--- src/hw/rtl/rmexu_pkg.sv ---
`timescale 1ns / 1ps
// ----------------------------------------------------------------------------
// RAM machine execute unit package
// Shared types, codes and default sizes for the execute unit, its front end,
// its decoded-operation queue and its back end.
// ----------------------------------------------------------------------------
package rmexu_pkg;

   // Default sizes of the register file, the input tape and the machine word.
   localparam int REG_DEPTH_DEF  = 256;
   localparam int TAPE_DEPTH_DEF = 256;
   localparam int DATA_WIDTH_DEF = 32;

   // Queue between front and back: two entries, power of two for wrapping pointers.
   localparam int QUEUE_DEPTH = 2;
   localparam int QPTR_W      = 1;
   localparam int QCNT_W      = 2;

   typedef enum logic [3:0] {
      OP_READ  = 4'd0,
      OP_STORE = 4'd1,
      OP_LOAD  = 4'd2,
      OP_ADD   = 4'd3,
      OP_SUB   = 4'd4,
      OP_HALF  = 4'd5,
      OP_JUMP  = 4'd6,
      OP_JPOS  = 4'd7,
      OP_JZERO = 4'd8,
      OP_JNEG  = 4'd9,
      OP_HALT  = 4'd10
   } op_type;

   typedef enum logic [1:0] {
      MODE_DIRECT    = 2'd0,
      MODE_INDIRECT  = 2'd1,
      MODE_IMMEDIATE = 2'd2
   } mode_type;

   typedef enum logic [1:0] {
      ERR_NONE    = 2'd0,
      ERR_ADDRESS = 2'd1,
      ERR_TAPE    = 2'd2,
      ERR_MODE    = 2'd3
   } err_type;

   typedef enum logic {
      KIND_LOAD = 1'b0,
      KIND_EXEC = 1'b1
   } kind_type;

   typedef enum logic [2:0] {
      ST_CLEAR,
      ST_DISPATCH,
      ST_POINTER,
      ST_OPERAND,
      ST_TAPE
   } state_type;

   // Input transaction.
   typedef struct packed {
      logic               kind;
      logic [3:0]         opcode;
      logic [1:0]         mode;
      logic signed [31:0] operand;
      logic [7:0]         tape_index;
      logic signed [31:0] tape_value;
   } req_type;

   // Result transaction.
   typedef struct packed {
      logic [15:0]        next_pc;
      logic signed [31:0] accumulator;
      logic               halted;
      logic [1:0]         error;
   } rsp_type;

   // Decoded operation handed from the front to the back.
   typedef struct packed {
      logic               is_load;
      op_type             op;
      logic               indirect;
      logic               immediate;
      err_type            err;
      logic               target_ok;
      logic signed [31:0] operand;
      logic [7:0]         tape_index;
      logic signed [31:0] tape_value;
   } uop_type;

endpackage

--- src/hw/rtl/rmexu_queue.sv ---
`timescale 1ns / 1ps
// ----------------------------------------------------------------------------
// RAM machine execute unit operation queue
// A short first-in first-out queue of decoded operations that lets the front
// end and the back end stall independently of each other.
// ----------------------------------------------------------------------------
module rmexu_queue (
   input  logic               clock,
   input  logic               reset,
   input  logic               in_valid,
   output logic               in_ready,
   input  rmexu_pkg::uop_type in_data,
   output logic               out_valid,
   input  logic               out_ready,
   output rmexu_pkg::uop_type out_data
);

   rmexu_pkg::uop_type              slot_ff [rmexu_pkg::QUEUE_DEPTH];
   logic [rmexu_pkg::QPTR_W-1:0]    wr_ptr_ff;
   logic [rmexu_pkg::QPTR_W-1:0]    wr_ptr_in;
   logic [rmexu_pkg::QPTR_W-1:0]    rd_ptr_ff;
   logic [rmexu_pkg::QPTR_W-1:0]    rd_ptr_in;
   logic [rmexu_pkg::QCNT_W-1:0]    count_ff;
   logic [rmexu_pkg::QCNT_W-1:0]    count_in;
   logic                            push;
   logic                            pop;

   assign in_ready  = count_ff != rmexu_pkg::QCNT_W'(rmexu_pkg::QUEUE_DEPTH);
   assign out_valid = count_ff != '0;
   assign out_data  = slot_ff[rd_ptr_ff];
   assign push      = in_valid && in_ready;
   assign pop       = out_valid && out_ready;

   // Pointer and occupancy update.
   always_comb begin
      wr_ptr_in = push ? wr_ptr_ff + rmexu_pkg::QPTR_W'(1) : wr_ptr_ff;
      rd_ptr_in = pop ? rd_ptr_ff + rmexu_pkg::QPTR_W'(1) : rd_ptr_ff;
      case ({push, pop})
         2'b10:   count_in = count_ff + rmexu_pkg::QCNT_W'(1);
         2'b01:   count_in = count_ff - rmexu_pkg::QCNT_W'(1);
         default: count_in = count_ff;
      endcase
   end

   always_ff @(posedge clock) begin
      if (reset) begin
         wr_ptr_ff <= '0;
         rd_ptr_ff <= '0;
         count_ff  <= '0;
      end else begin
         wr_ptr_ff <= wr_ptr_in;
         rd_ptr_ff <= rd_ptr_in;
         count_ff  <= count_in;
      end
   end

   // Entry storage.
   always_ff @(posedge clock) begin
      if (push) begin
         slot_ff[wr_ptr_ff] <= in_data;
      end
   end

endmodule

--- config.mk ---
export PLATFORM = sky130hd
export DESIGN_NAME = rmexu_queue
export DESIGN_NICKNAME = d
export VERILOG_FILES = /design/src/hw/rtl/rmexu_pkg.sv /design/src/hw/rtl/rmexu_queue.sv
export SDC_FILE = /design/constraint.sdc
export NUM_CORES = 1
export LEC_CHECK = 0
export ABC_AREA = 1
export BUFFER_PORTS_ARGS = -buffer_cell sky130_fd_sc_hd__buf_4
export CORE_ASPECT_RATIO = 0.5
export CORE_MARGIN = 2
export CORE_UTILIZATION = 57
export CTS_CLUSTER_SIZE = 30
export DETAILED_ROUTE_END_ITERATION = 8
export HOLD_SLACK_MARGIN = 0.02
export PLACE_DENSITY = 0.95
export SLEW_MARGIN = 15
export SYNTH_ARGS = -nofsm -noshare
export SYNTH_HDL_FRONTEND = slang
export SYNTH_SLANG_ARGS = --single-unit
--- constraint.sdc ---
create_clock -name clock -period 7.2 [get_ports clock]
set_input_delay 0.72 -clock clock [delete_from_list [all_inputs] [get_ports clock]]
set_output_delay 0.72 -clock clock [all_outputs]
set_load 0.02 [all_outputs]
Word-level counts from Yosys, hierarchy flattened:

Memory sizes are Yosys's and may differ from the RTL's. A register that Yosys moved wholly into a read port is not among the register bits.
Cells that the tools add are included.

* output and inout bits: 84
* memories kept: 1
* bits in registers: 4
* input port bits: 86
* RAM bits: 164

* reductions and logical operators: 4
* muxes and demuxes: 5
* eq/ne operators: 3
* $add $sub $neg: 4

Memory list
* slot_ff: depth 2, width 82, read ports 1, clocked after Yosys merged registers in 1, wr ports 1, RTL line rmexu_queue.sv:18 `rmexu_pkg::uop_type slot_ff [rmexu_pkg::QUEUE_DEPTH];`

Operator list (count)
* 1-bit 2-to-1 mux: 4
* 2-bit case mux with 2 select lines: 1
* 2-bit nonzero test: 2
* 1-bit adder (second input constant): 2
* 2-bit by 1-bit adder with 2-bit output (second input constant): 1
* 2-bit by 1-bit == test with 1-bit output (second input constant): 1
* 2-bit == test (second input constant): 1
* 1-bit logical AND: 2
* 2-bit != test (second input constant): 1
* 2-bit by 1-bit subtractor with 2-bit output (second input constant): 1

Depth between registers and ports, before layout:

* depth in word-level cells: 4
* mapped depth: 10
* mapped depth without buffers: 10

Worst setup path before layout:

Ideal clock, no wire load.

* path kind: input-to-reg
* start: input port in_valid
* end: memory slot_ff[0][0] (netlist bit) (enable)
* path slack: 2.433 ns
* arrival time: 4.244 ns
* stages on the path: 2
* path buffers: 0
* data required time: 6.677 ns
* library setup time: 0.523 ns
* cell sequence: nand2_1 -> nor2_1

* cells in the longest elaborated chain, start to end: 3

Ends and longest elaborated chain
* start: declaration: RTL line rmexu_queue.sv:10 `input logic in_valid,`
* 1-bit logical AND: RTL line rmexu_queue.sv:31 `assign push = in_valid && in_ready;`
* 1-bit 2-to-1 mux: RTL line rmexu_queue.sv:59 `if (push) begin`
* 1-bit 2-to-1 mux (implied by the code): RTL line rmexu_queue.sv:60 `slot_ff[wr_ptr_ff] <= in_data;`
* end: declaration: RTL line rmexu_queue.sv:18

No other way between the ends.

==> run metrics <==
run status finished, final reports clean; Iter 0 DRT Violations 205; post-synth top area share 0.751; Clock power frac 0.304; Slew HR 0.272; gp weighted congestion 0.727; RSZ-0062 raised after global routing false; max-slew violations 0; number of vias per cell 5.20; Hold Crit Depth 1; Mapped Cells 293; first-pass GRT wire length 19.3 mm; post-CTS setup buffers 0; design internal power 0.00202 W; Longest Clk Path Bufs 2; Post-Route WL about 13 mm; P_leak 3.34 nW; flop-to-flop setup slack approximately 5.1 ns; PostCTS Resize Cnt 0; Highest Clock Rate about 310 MHz; top_reg_cell synth edfxtp_1; Core ar. 11100 um2; Post-CTS Hold Buffers 0; die height 79.9 um; Net Count, Synth between 300 and 400; max cap viols 0; hold path start in_data[44]; Final #Nets 562; Final ANT Viol Nets 0; Critical Path End Type primary output; Netlist Area Pre-Place 6560 um2; # port buffers about 170; Comb pwr share 0.245; Synth async-reset ratio 0; PwrDens 330 nW/um2; Residual DRC 0; Via Count ~3300; crit-path max FO 55; Clock transition at path regs 0.06 ns; Die Wd 156 um; post-DP HPWL 8.31 mm; WP data arrival 2.54 ns; grt ovf 0; htree depth 4; Yosys warning count 0; sequential share of power 0.451; Final Hold Vio Count 0; synth cell count leaders edfxtp_1, mux2_4, nor2_1; Post-Route Setup TNS 0 ns; post-route setup slack ~4 ns; fin crit share 0.453; area grow syn2layout 28.5%; clock insertion delay at the later pin of the skew report 0.41 ns; reg2reg start count_ff[0]; worst setup path class register to primary output; Tmin final approximately 3.3 ns; std cell rows 27; #FFs+latches synth 169; CTS buffer count 17; final setup skew around 0.0082 ns; layout cells sized above 1 0.586; largest net degree at the start of global routing 83; vias in the first global route 3489; Peak VDD IR ~0.00025 V; gr usage total 0.215; # setup viols final 0; antenna violations before repair 0; synth unique cells 13; worst reg-to-reg path cell count 5; DR WL/cell slightly above 20 um; TritonCTS clock tree done; Critical Path RT ~6.5 ns; synth top area cells edfxtp_1, mux2_4, buf_12, dfxtp_1, nor2_1; Hold EP slot_ff[0][44]; pre-CTS setup slack roughly 4.4 ns; Post-Syn Area per Cell 22.4 um2; clk sinks 169; drt pass-1 iters 4; root buf cell clkbuf_16; Sw Pwr 0.000768 W; Synth area leader edfxtp_1; die area between 10000 and 15000 um2; # diodes 0; Hold Crit Class input pin to register; CP Launch Type register; switching share of power 0.276; Reg-to-Reg End slot_ff[0][58]; worst slew pin tran 1.09 ns; dominant cell by count in the synthesized netlist edfxtp_1; EDFF count, synth between 150 and 200; IO Count 170; register area share after synthesis 0.766; Initial Util 0.590
==> power by group through the flow <==
stage	logic (W)	registers (W)	clock network (W)
floorplan	0.000484	0.00126	0
global placement	0.000663	0.00127	0
detailed placement	0.000680	0.00128	0
CTS	0.000690	0.00126	0.000859
global route	0.000716	0.00127	0.000894
finish	0.000683	0.00126	0.000847
==> worst max-delay path, stage by stage, from the launching register on <==
cell     delay, ns
dfxtp_4       0.68
buf_4         0.85
mux2_4        0.37
buf_4         0.16
==> metal layers <==
metal / share of wire / track usage
met5: 0 / 0
met1: 0.37 / 0.229
met2: 0.57 / 0.414
met3: 0.038 / 0.0581
met4: 0.022 / 0.0789
==> sequential cells by signal, summed over array words and instances (netlist names), named ones only <==
name and flops:
slot_ff 164, count_ff 2, rd_ptr_ff 1, wr_ptr_ff 1
==> through the flow <==
stage          instances  total power [W]  hold WS [ns]   util  instance area, um2
2_1_floorplan        293          0.00174         0.465      -                6560
4_1_cts              633          0.00281         0.468  0.759                8430
5_1_grt              633          0.00288         0.469  0.759                8430
3_5_place_dp         601          0.00196         0.507  0.709                7880
3_3_place_gp         601          0.00193         0.481  0.709                7880
6_report             633          0.00279         0.486  0.759                8430
==> cells in the final DEF, fill, tap and decap left out <==
cell type	synthesis	routed
clkinv_4	0	4
mux2_2	2	2
bufinv_16	0	1
dfxtp_1	5	4
edfxtp_1	164	164
nor2_4	0	2
inv_1	8	8
buf_4	0	172
nor2_1	10	8
nand2_1	8	8
clkbuf_16	0	17
inv_6	0	3
dfxtp_4	0	1
o21ai_0	3	3
mux2_4	80	80
nand4_1	1	1
a21oi_1	2	2
clkinv_2	0	2
clkinvlp_4	0	2
clkinv_1	0	3
ha_1	1	1
==> cell families (layout without fill, tap and decap cells) <==
logic type | after synthesis | in the layout | share of synthesized area
AOI/OAI and AO/OA | 5 | 5 | 0.00381
adders and majority gates | 1 | 1 | 0.00191
buffers and inverters | 17 | 212 | 0.0307
DFF | 169 | 169 | 0.766
muxes | 82 | 82 | 0.186
and+or+nand+nor | 19 | 19 | 0.0113
==> final cells by class <==
type                    instances  area [um2]
fillers                       622        2680
multi-input cells             107        1350
clock inverters                15         128
inverters                       8        30.0
clock buffers                  17         425
flip-flops and latches        169        5030
well taps                     145         181
repair buffers                172        1290
==> worst max-delay path by stage <==
stage | to | slack [ns] | cells after the start
detailed placement | out_data[6] | 4.39 | 3
finish | out_data[7] | 3.94 | 3
global route | out_data[7] | 3.83 | 3
global placement | out_data[8] | 4.37 | 3
floorplan | slot_ff[0][0] | 2.43 | 2
CTS | out_data[7] | 3.91 | 3
Note: power is estimated with default switching activity, not from simulation.
