**src/hw/rtl/rmexu_pkg.sv**
```systemverilog
`timescale 1ns / 1ps
// ----------------------------------------------------------------------------
// RAM machine execute unit package
// Shared types, codes and default sizes for the execute unit, its front end,
// its decoded-operation queue and its back end.
// ----------------------------------------------------------------------------
package rmexu_pkg;

   // Default sizes of the register file, the input tape and the machine word.
   localparam int REG_DEPTH_DEF  = 256;
   localparam int TAPE_DEPTH_DEF = 256;
   localparam int DATA_WIDTH_DEF = 32;

   // Queue between front and back: two entries, power of two for wrapping pointers.
   localparam int QUEUE_DEPTH = 2;
   localparam int QPTR_W      = 1;
   localparam int QCNT_W      = 2;

   typedef enum logic [3:0] {
      OP_READ  = 4'd0,
      OP_STORE = 4'd1,
      OP_LOAD  = 4'd2,
      OP_ADD   = 4'd3,
      OP_SUB   = 4'd4,
      OP_HALF  = 4'd5,
      OP_JUMP  = 4'd6,
      OP_JPOS  = 4'd7,
      OP_JZERO = 4'd8,
      OP_JNEG  = 4'd9,
      OP_HALT  = 4'd10
   } op_type;

   typedef enum logic [1:0] {
      MODE_DIRECT    = 2'd0,
      MODE_INDIRECT  = 2'd1,
      MODE_IMMEDIATE = 2'd2
   } mode_type;

   typedef enum logic [1:0] {
      ERR_NONE    = 2'd0,
      ERR_ADDRESS = 2'd1,
      ERR_TAPE    = 2'd2,
      ERR_MODE    = 2'd3
   } err_type;

   typedef enum logic {
      KIND_LOAD = 1'b0,
      KIND_EXEC = 1'b1
   } kind_type;

   typedef enum logic [2:0] {
      ST_CLEAR,
      ST_DISPATCH,
      ST_POINTER,
      ST_OPERAND,
      ST_TAPE
   } state_type;

   // Input transaction.
   typedef struct packed {
      logic               kind;
      logic [3:0]         opcode;
      logic [1:0]         mode;
      logic signed [31:0] operand;
      logic [7:0]         tape_index;
      logic signed [31:0] tape_value;
   } req_type;

   // Result transaction.
   typedef struct packed {
      logic [15:0]        next_pc;
      logic signed [31:0] accumulator;
      logic               halted;
      logic [1:0]         error;
   } rsp_type;

   // Decoded operation handed from the front to the back.
   typedef struct packed {
      logic               is_load;
      op_type             op;
      logic               indirect;
      logic               immediate;
      err_type            err;
      logic               target_ok;
      logic signed [31:0] operand;
      logic [7:0]         tape_index;
      logic signed [31:0] tape_value;
   } uop_type;

endpackage

```
**src/hw/rtl/rmexu_front.sv**
```systemverilog
`timescale 1ns / 1ps
// ----------------------------------------------------------------------------
// RAM machine execute unit front end
// Accepts transactions, decodes them and flags every error that does not
// depend on machine state, then hands the decoded operation to the queue.
// ----------------------------------------------------------------------------
module rmexu_front #(
   parameter int REG_DEPTH  = rmexu_pkg::REG_DEPTH_DEF,
   parameter int TAPE_DEPTH = rmexu_pkg::TAPE_DEPTH_DEF
) (
   input  logic               req_valid,
   output logic               req_ready,
   input  rmexu_pkg::req_type req_data,
   input  logic               clearing,
   output logic               q_valid,
   input  logic               q_ready,
   output rmexu_pkg::uop_type q_data
);

   logic              reg_ok;
   logic              target_ok;
   logic              tape_ok;
   rmexu_pkg::err_type err;

   // No transaction is taken while the register file is being cleared.
   assign req_ready = q_ready && !clearing;
   assign q_valid   = req_valid && !clearing;

   // Address range checks on the operand and the tape index.
   assign reg_ok    = !req_data.operand[31] &&
                      ($unsigned(req_data.operand) < 32'(REG_DEPTH));
   assign target_ok = !req_data.operand[31] && (req_data.operand[30:16] == 15'd0) &&
                      (req_data.operand[15:0] != 16'd0);
   assign tape_ok   = 32'(req_data.tape_index) < 32'(TAPE_DEPTH);

   // Errors that follow from the instruction alone, in order of precedence.
   always_comb begin
      err = rmexu_pkg::ERR_NONE;
      if (req_data.kind == rmexu_pkg::KIND_LOAD) begin
         if (!tape_ok) begin
            err = rmexu_pkg::ERR_TAPE;
         end
      end else if (req_data.opcode > rmexu_pkg::OP_HALT) begin
         err = rmexu_pkg::ERR_MODE;
      end else if (req_data.opcode <= rmexu_pkg::OP_SUB) begin
         if ((req_data.mode > rmexu_pkg::MODE_IMMEDIATE) ||
             ((req_data.opcode <= rmexu_pkg::OP_STORE) &&
              (req_data.mode == rmexu_pkg::MODE_IMMEDIATE))) begin
            err = rmexu_pkg::ERR_MODE;
         end else if ((req_data.mode != rmexu_pkg::MODE_IMMEDIATE) && !reg_ok) begin
            err = rmexu_pkg::ERR_ADDRESS;
         end
      end
   end

   // Decoded operation.
   always_comb begin
      q_data.is_load    = (req_data.kind == rmexu_pkg::KIND_LOAD);
      q_data.op         = rmexu_pkg::op_type'(req_data.opcode);
      q_data.indirect   = (req_data.mode == rmexu_pkg::MODE_INDIRECT);
      q_data.immediate  = (req_data.mode == rmexu_pkg::MODE_IMMEDIATE);
      q_data.err        = err;
      q_data.target_ok  = target_ok;
      q_data.operand    = req_data.operand;
      q_data.tape_index = req_data.tape_index;
      q_data.tape_value = req_data.tape_value;
   end

endmodule

```
**config.mk**
```make
export PLATFORM = sky130hd
export DESIGN_NAME = rmexu_front
export DESIGN_NICKNAME = d
export VERILOG_FILES = /design/src/hw/rtl/rmexu_pkg.sv /design/src/hw/rtl/rmexu_front.sv
export SDC_FILE = /design/constraint.sdc
export NUM_CORES = 1
export LEC_CHECK = 0
export BUFFER_PORTS_ARGS = -buffer_cell sky130_fd_sc_hd__buf_2
export CORE_AREA = 2 2 63 65
export DETAILED_ROUTE_END_ITERATION = 10
export DIE_AREA = 0 0 65 67
export PLACE_DENSITY = 0.76
export SYNTH_ARGS = -nofsm -noshare
export SYNTH_HDL_FRONTEND = slang
export SYNTH_SLANG_ARGS = --single-unit
```
**constraint.sdc**
```tcl
create_clock -name vclk -period 0.8
set_input_delay 0.04 -clock vclk [all_inputs]
set_output_delay 0.04 -clock vclk [all_outputs]
set_load 0.005 [all_outputs]
```
[After elaboration in Yosys (flattened, before gate mapping)]
Cells that the tools add are included.
Widths: inputs -> output; s select.
Word-level totals
  bits in registers: 0
  output and inout port bits: 84
  word-level logic and storage cells: 27
Cells by class
  $lt $le $gt $ge: 5
  equality and inequality tests: 3
  muxes and demuxes: 5
  bitwise gates (word level): 1
  reduce and logical (&&, ||, !) cells: 13
Operator list (number)
  $lt 32x9->1 const B: 1
  $reduce_bool 16->1: 1
  $logic_not 15->1: 1
  $mux 2: 4
  $logic_and 1x1->1: 7
  $gt 4x4->1 const B: 1
  $le 4x1->1 const B: 1
  $le 4x3->1 const B: 1
  $logic_not 1->1: 3
  $eq 2x1->1 const B: 1
  $eq 2x2->1 const B: 1
  $gt 2x2->1 const B: 1
  $ne 2x2->1 const B: 1
  $logic_or 1x1->1: 1
  $mux 1: 1
  $not 1->1: 1

[Logic depth before layout (Yosys ltp)]
Gate-level depths: netlist of the first run.
  word-level depth: 9
  mapped depth: 4
  mapped depth without buffers: 4

[Least setup slack after synthesis of the first run]
OpenSTA, ideal clock, no wires.
  kind: input port to output port
  start: in req_data[69] in the netlist's numbering
  end: out q_data[73] in the netlist's numbering
  data arrival time: 816 ps
  setup slack: -56 ps
  stages on the path: 4
  path through: nor4_1 -> nand4_1 -> nand3b_1 -> a41o_1
RTL lines
  start, declared: line rmexu_front.sv:13  | input rmexu_pkg::req_type req_data,
  end, declared: line rmexu_front.sv:17  | output rmexu_pkg::uop_type q_data

==> results of run 1 <==
## layout make-up
class	instances	area, um2	area share, %
timing repair buffer	88	493	60.9
inverter	1	3.75	0.464
multi-input combinational	26	253	31.2
tap	48	60.1	7.42
## what timing repair did
item	in CTS	in global routing
gates resized for setup	15	2
endpoints found under the setup margin	3	3
hold endpoints to repair	0	0
hold buffers	0	0
pin swaps	4	3
## logic make-up after synthesis
group                  count (synthesis)
AND/OR/NAND/NOR                       18
AO/OA/AOI/OAI                          8
buffers and inverters                 78
## layer usage
metal	track usage, %	vias up
li1	-	293
met2	13.8	69
met1	7.40	262
met4	2.39	0
met3	2.70	12
met5	0	-
## where the power goes
part	internal [mW]	total [mW]	leakage [nW]	switching, mW
Sequential	0	0	0	0
Combinational	0.206	0.366	0.432	0.160
Clock	0	0	0	0
## path summary, 6_finish.rpt
path | startpoint | to | slack (ns)
max | req_data[69] | q_data[73] | -0.36
min | req_data[34] | q_data[34] | 0.08
## cell usage in the layout (no fill, tap or decap), drive strengths merged
cell | Yosys | final
a21oi | 2 | 2
a41oi | 1 | 1
nor2b | 4 | 4
nand4 | 1 | 1
inv | 1 | 1
nor2 | 2 | 2
o21ai | 2 | 2
nand3b | 1 | 1
buf | 77 | 88
a41o | 1 | 1
nor4 | 8 | 8
a211oi | 1 | 1
a21o | 1 | 1
nor3b | 1 | 1
nor3 | 1 | 1
## through the flow
stage / utilization, % / setup WS [ns] / cells / power [mW]
3_3_place_gp: 19.9 / -0.440 / 163 / 0.323
5_1_grt: 22.4 / -0.473 / 163 / 0.401
4_1_cts: 22.0 / -0.422 / 163 / 0.363
3_5_place_dp: 19.9 / -0.496 / 163 / 0.327
2_1_floorplan: - / 0.0102 / 104 / 0.359
6_report: 22.4 / -0.357 / 163 / 0.366
==> qor.csv, run 1 <==
metric,value,unit
RSZ-0062 raised after global routing,yes,
layout net count,199,
max incr delay on CP,0.27,ns
cell class contributing the biggest share of worst-path delay,simple AND/OR/NAND/NOR gates,
XOR/XNOR share of the synthesized area,0,%
WL met2,913,um
Max IR drop VDD,0.000193,V
Iteration-0 DRC Markers,0,
initial antenna violation count,0,
WP buf/inv,2,
CP required,0.76,ns
Yosys top cell by area,buf_4,
CP max FO,2,
Max Slew Vio Count,0,
die height,67,um
setup violators final,3,
setup ws final,-0.357,ns
nature of the critical path endpoint,primary output,
vias in the first global route,548,
YS warnings,0,
mux cell area share after synthesis,0,%
Worst Setup Start Kind,input pin,
Seq cells,0,
vias per cell,3.90,
# DRC,0,
core box area,0.00361,mm2
status,"complete, but fails checks",
drt first pass iters,1,
post-synthesis sequential area ratio,0,%
final hold vios,0,
post-DP HPWL,1640,um
Final min period,1.16,ns
mean routed wirelength per cell,11.2,um
total negative slack,-0.639,ns
hold_ws,0.0800,ns
CP arrival,1.12,ns
Synth Area in Compound Gates,7.57,%
Crit Path Class,in2out,
synth top area cells,"buf_4 74%, nor4_1 4.0%, nor2b_1 3.2%",
Hold Crit Depth,0,
setup repair bufs after CTS,0,
Finished Cell Area,810,um2
GRT Resource Usage Total,7.32,%
initial core utilization,21.5,%
die area,0.00436,mm2
Critical Path Stages,6,
Leak Pwr,0.432,nW
cell count after synthesis,104,
synthesized area,777,um2
share of the synthesized area in the top cell type,74.4,%
Die X,65,um
# clk buffers,0,
Mapped Nets,186,
post-synthesis simple-gate area fraction,17.6,%
Routed met3 length,278,um
most frequent cell after synthesis,buf_4,
global route overflow,0,
first-pass GRT wire length,2520,um
Max Cap Viol,0,
DR vias,636,
critical-path cell list,"buf_6, nor4_4, nand4_1, nand3b_1, a41o_1, buf_2",
total area of sequential cells,0,um2
Hold Crit Class,in2out,
# IOs,166,
# fillers,422,
Slew HR,74.8,%
Netlist cell types,18,
largest net degree at the start of global routing,7,
maximum clock frequency,864,MHz
Slowest cell on crit path,nor4_4,
failing checks,setup timing,
met1 WL,572,um
Final period util,145,%
power per standard cell area,453,mW/mm2
Placer Congestion,0.764,
Max Used Layer,met4,
layout cells sized above 1,84.3,%
PortBufs,86,
largest family of logic cells by synthesized area,buffers and inverters,
Post-Synth Adder-Cell Area,0,%
"Avg Cell Area, Syn",7.47,um2
DRT Wirelength,1820,um
Routed Antenna Nets,0,
worst slew pin tran,0.375,ns
Area Overhead vs Synth,4.19,%
placed standard-cell area,717,um2
"top cells by count, synth","77 x buf_4, 5 x nor4_1, 4 x nor2b_1",
diode count,0,
cell row count,22,
(Power assumes the default switching activity.)
==> inputs of run 2 (changes only) <==
--- a/config.mk
+++ b/config.mk
@@ -5,11 +5,12 @@
 export SDC_FILE = /design/constraint.sdc
 export NUM_CORES = 1
 export LEC_CHECK = 0
+export ABC_AREA = 1
 export BUFFER_PORTS_ARGS = -buffer_cell sky130_fd_sc_hd__buf_2
-export CORE_AREA = 2 2 63 65
+export CORE_AREA = 2 2 64 66
 export DETAILED_ROUTE_END_ITERATION = 10
-export DIE_AREA = 0 0 65 67
-export PLACE_DENSITY = 0.76
+export DIE_AREA = 0 0 66 68
+export PLACE_DENSITY = 0.72
 export SYNTH_ARGS = -nofsm -noshare
 export SYNTH_HDL_FRONTEND = slang
 export SYNTH_SLANG_ARGS = --single-unit
==> constraint.sdc (replaced) <==
create_clock -name vclk -period 1.5
set_input_delay 0.075 -clock vclk [all_inputs]
set_output_delay 0.075 -clock vclk [all_outputs]
set_load 0.005 [all_outputs]
==> run 2 against run 1 <==
  * The flow now finishes without violations
  * Hold slack better by 0.070 ns
  * Synthesized cell count increased by 32%
  * Largest power group unchanged
  * Critical path depth rose by 2
  * Flip-flop and latch count unchanged
  * Die area increased by 3.1%
  * Worst setup slack improved by 0.91 ns
  * Power down 53%
  * Final area shrank 10%
  * Highest routed layer unchanged
==> qor.csv, run 2 <==
metric,value,unit
Area Overhead vs Synth,-10.5,%
"most common cell after layout, fill and taps aside",buf_2,
"leading cell types in the layout, fill and taps excluded","86 x buf_2, 29 x nor2_1, 18 x nand2_1, 7 x inv_1, 2 x a21oi_1",
GRT Resource Usage Total,7.18,%
largest net degree at the start of global routing,5,
Die X,66,um
worst slew pin tran,0.217,ns
die height,68,um
Leak Pwr,0.479,nW
CP required,1.42,ns
Worst Setup Start Kind,input pin,
Hold Crit Class,in2out,
drt first pass iters,2,
Routed Antenna Nets,0,
PortBufs,86,
nature of the critical path endpoint,primary output,
total area of sequential cells,0,um2
vias in the first global route,575,
cell count after synthesis,137,
final core utilization,18.8,%
# IOs,166,
power per standard cell area,237,mW/mm2
post-synthesis sequential area ratio,0,%
synth top area cells,"buf_4 71%, nor2_1 13%, nand2_1 8.3%",
layout cells sized above 1,60.3,%
setup repair bufs after CTS,0,
Iteration-0 DRC Markers,1,
pre-CTS setup slack,0.499,ns
initial core utilization,21.0,%
Max IR drop VDD,0.0000443,V
Final period util,63.3,%
total negative slack,0,ns
crit path from,req_data[53],
layout net count,230,
# fillers,463,
Netlist cell types,9,
Crit Path Class,in2out,
Worst Hold End,q_data[10],
share of the synthesized area in the top cell type,71.3,%
Hold Crit Depth,0,
Yosys top cell by area,buf_4,
most frequent cell after synthesis,buf_4,
maximum clock frequency,1050,MHz
YS warnings,0,
DRT Wirelength,2050,um
RSZ-0062 raised after global routing,no,
total power,0.172,mW
Mapped Nets,219,
diode count,0,
Placer Congestion,0.700,
CP arrival,0.87,ns
first-pass GRT wire length,2460,um
setup ws final,0.550,ns
synthesized area,811,um2
Final min period,0.950,ns
"Avg Cell Area, Syn",5.92,um2
post-CTS resize count,0,
# DRC,0,
Max Slew Vio Count,0,
final hold vios,0,
vias per cell,3.68,
status,"finished, final reports clean",
hold wc startpoint,req_data[10],
DR vias,722,
global route overflow,0,
die area,0.00449,mm2
CTS Hold Bufs,0,
CP max FO,2,
cell row count,23,
post-DP HPWL,1910,um
Max Cap Viol,0,
Seq cells,0,
core box area,0.00386,mm2
mean routed wirelength per cell,10.5,um
"top cells by count, synth","77 x buf_4, 29 x nor2_1, 18 x nand2_1, 7 x inv_1, 2 x a21oi_1",
Slew HR,85.5,%
# clk buffers,0,
initial antenna violation count,0,
setup violators final,0,
## run 2: worst max path at each step
| stage | endpoint | slack, ns | cells past startpoint |
|---|---|---|---|
| 6_report | q_data[73] | 0.55 | 8 |
| 5_1_grt | q_data[73] | 0.42 | 8 |
| 4_1_cts | q_data[73] | 0.50 | 8 |
| 3_5_place_dp | q_data[73] | 0.50 | 8 |
| 3_3_place_gp | q_data[73] | 0.51 | 8 |
| 2_1_floorplan | q_data[72] | 0.82 | 6 |
## run 2: power by group
part           internal, mW  switching, mW  total (mW)
sequential                0              0           0
clock                     0              0           0
combinational        0.0927         0.0789       0.172
## run 2: through the flow
step / instance area [um2] / instances / hold slack (ns)
after detailed placement: 726 / 196 / 0.150
after global routing: 726 / 196 / 0.150
after global placement: 726 / 196 / 0.150
final: 726 / 196 / 0.150
after CTS: 726 / 196 / 0.150
after floorplan: 811 / 137 / 0.177
## run 2: cell type report
type / count / area [um2] / area share, %
repair buffers: 86 / 430 / 59.3
multi-input cells: 52 / 203 / 27.9
well taps: 50 / 62.6 / 8.62
inverters: 8 / 30.0 / 4.14
## run 2: layer usage
metal / part of all wire, % / track usage (%)
met3: 17 / 2.80
met2: 47 / 14.8
met1: 28 / 4.88
met4: 8.0 / 6.12
met5: 0 / 0
## run 2: kinds of logic after synthesis
| logic type | share of synthesized area, % |
|---|---|
| AOI/OAI and AO/OA | 1.85 |
| and+or+nand+nor | 23.1 |
| buffers and inverters | 75.0 |
## run 2: critical path, stage by stage
cell and delay (ns):
buf_2 0.10, nor2_1 0.11, nand2_1 0.06, nor2_1 0.20, nand3_1 0.10, nand2_1 0.06, nand2_1 0.04, buf_2 0.12
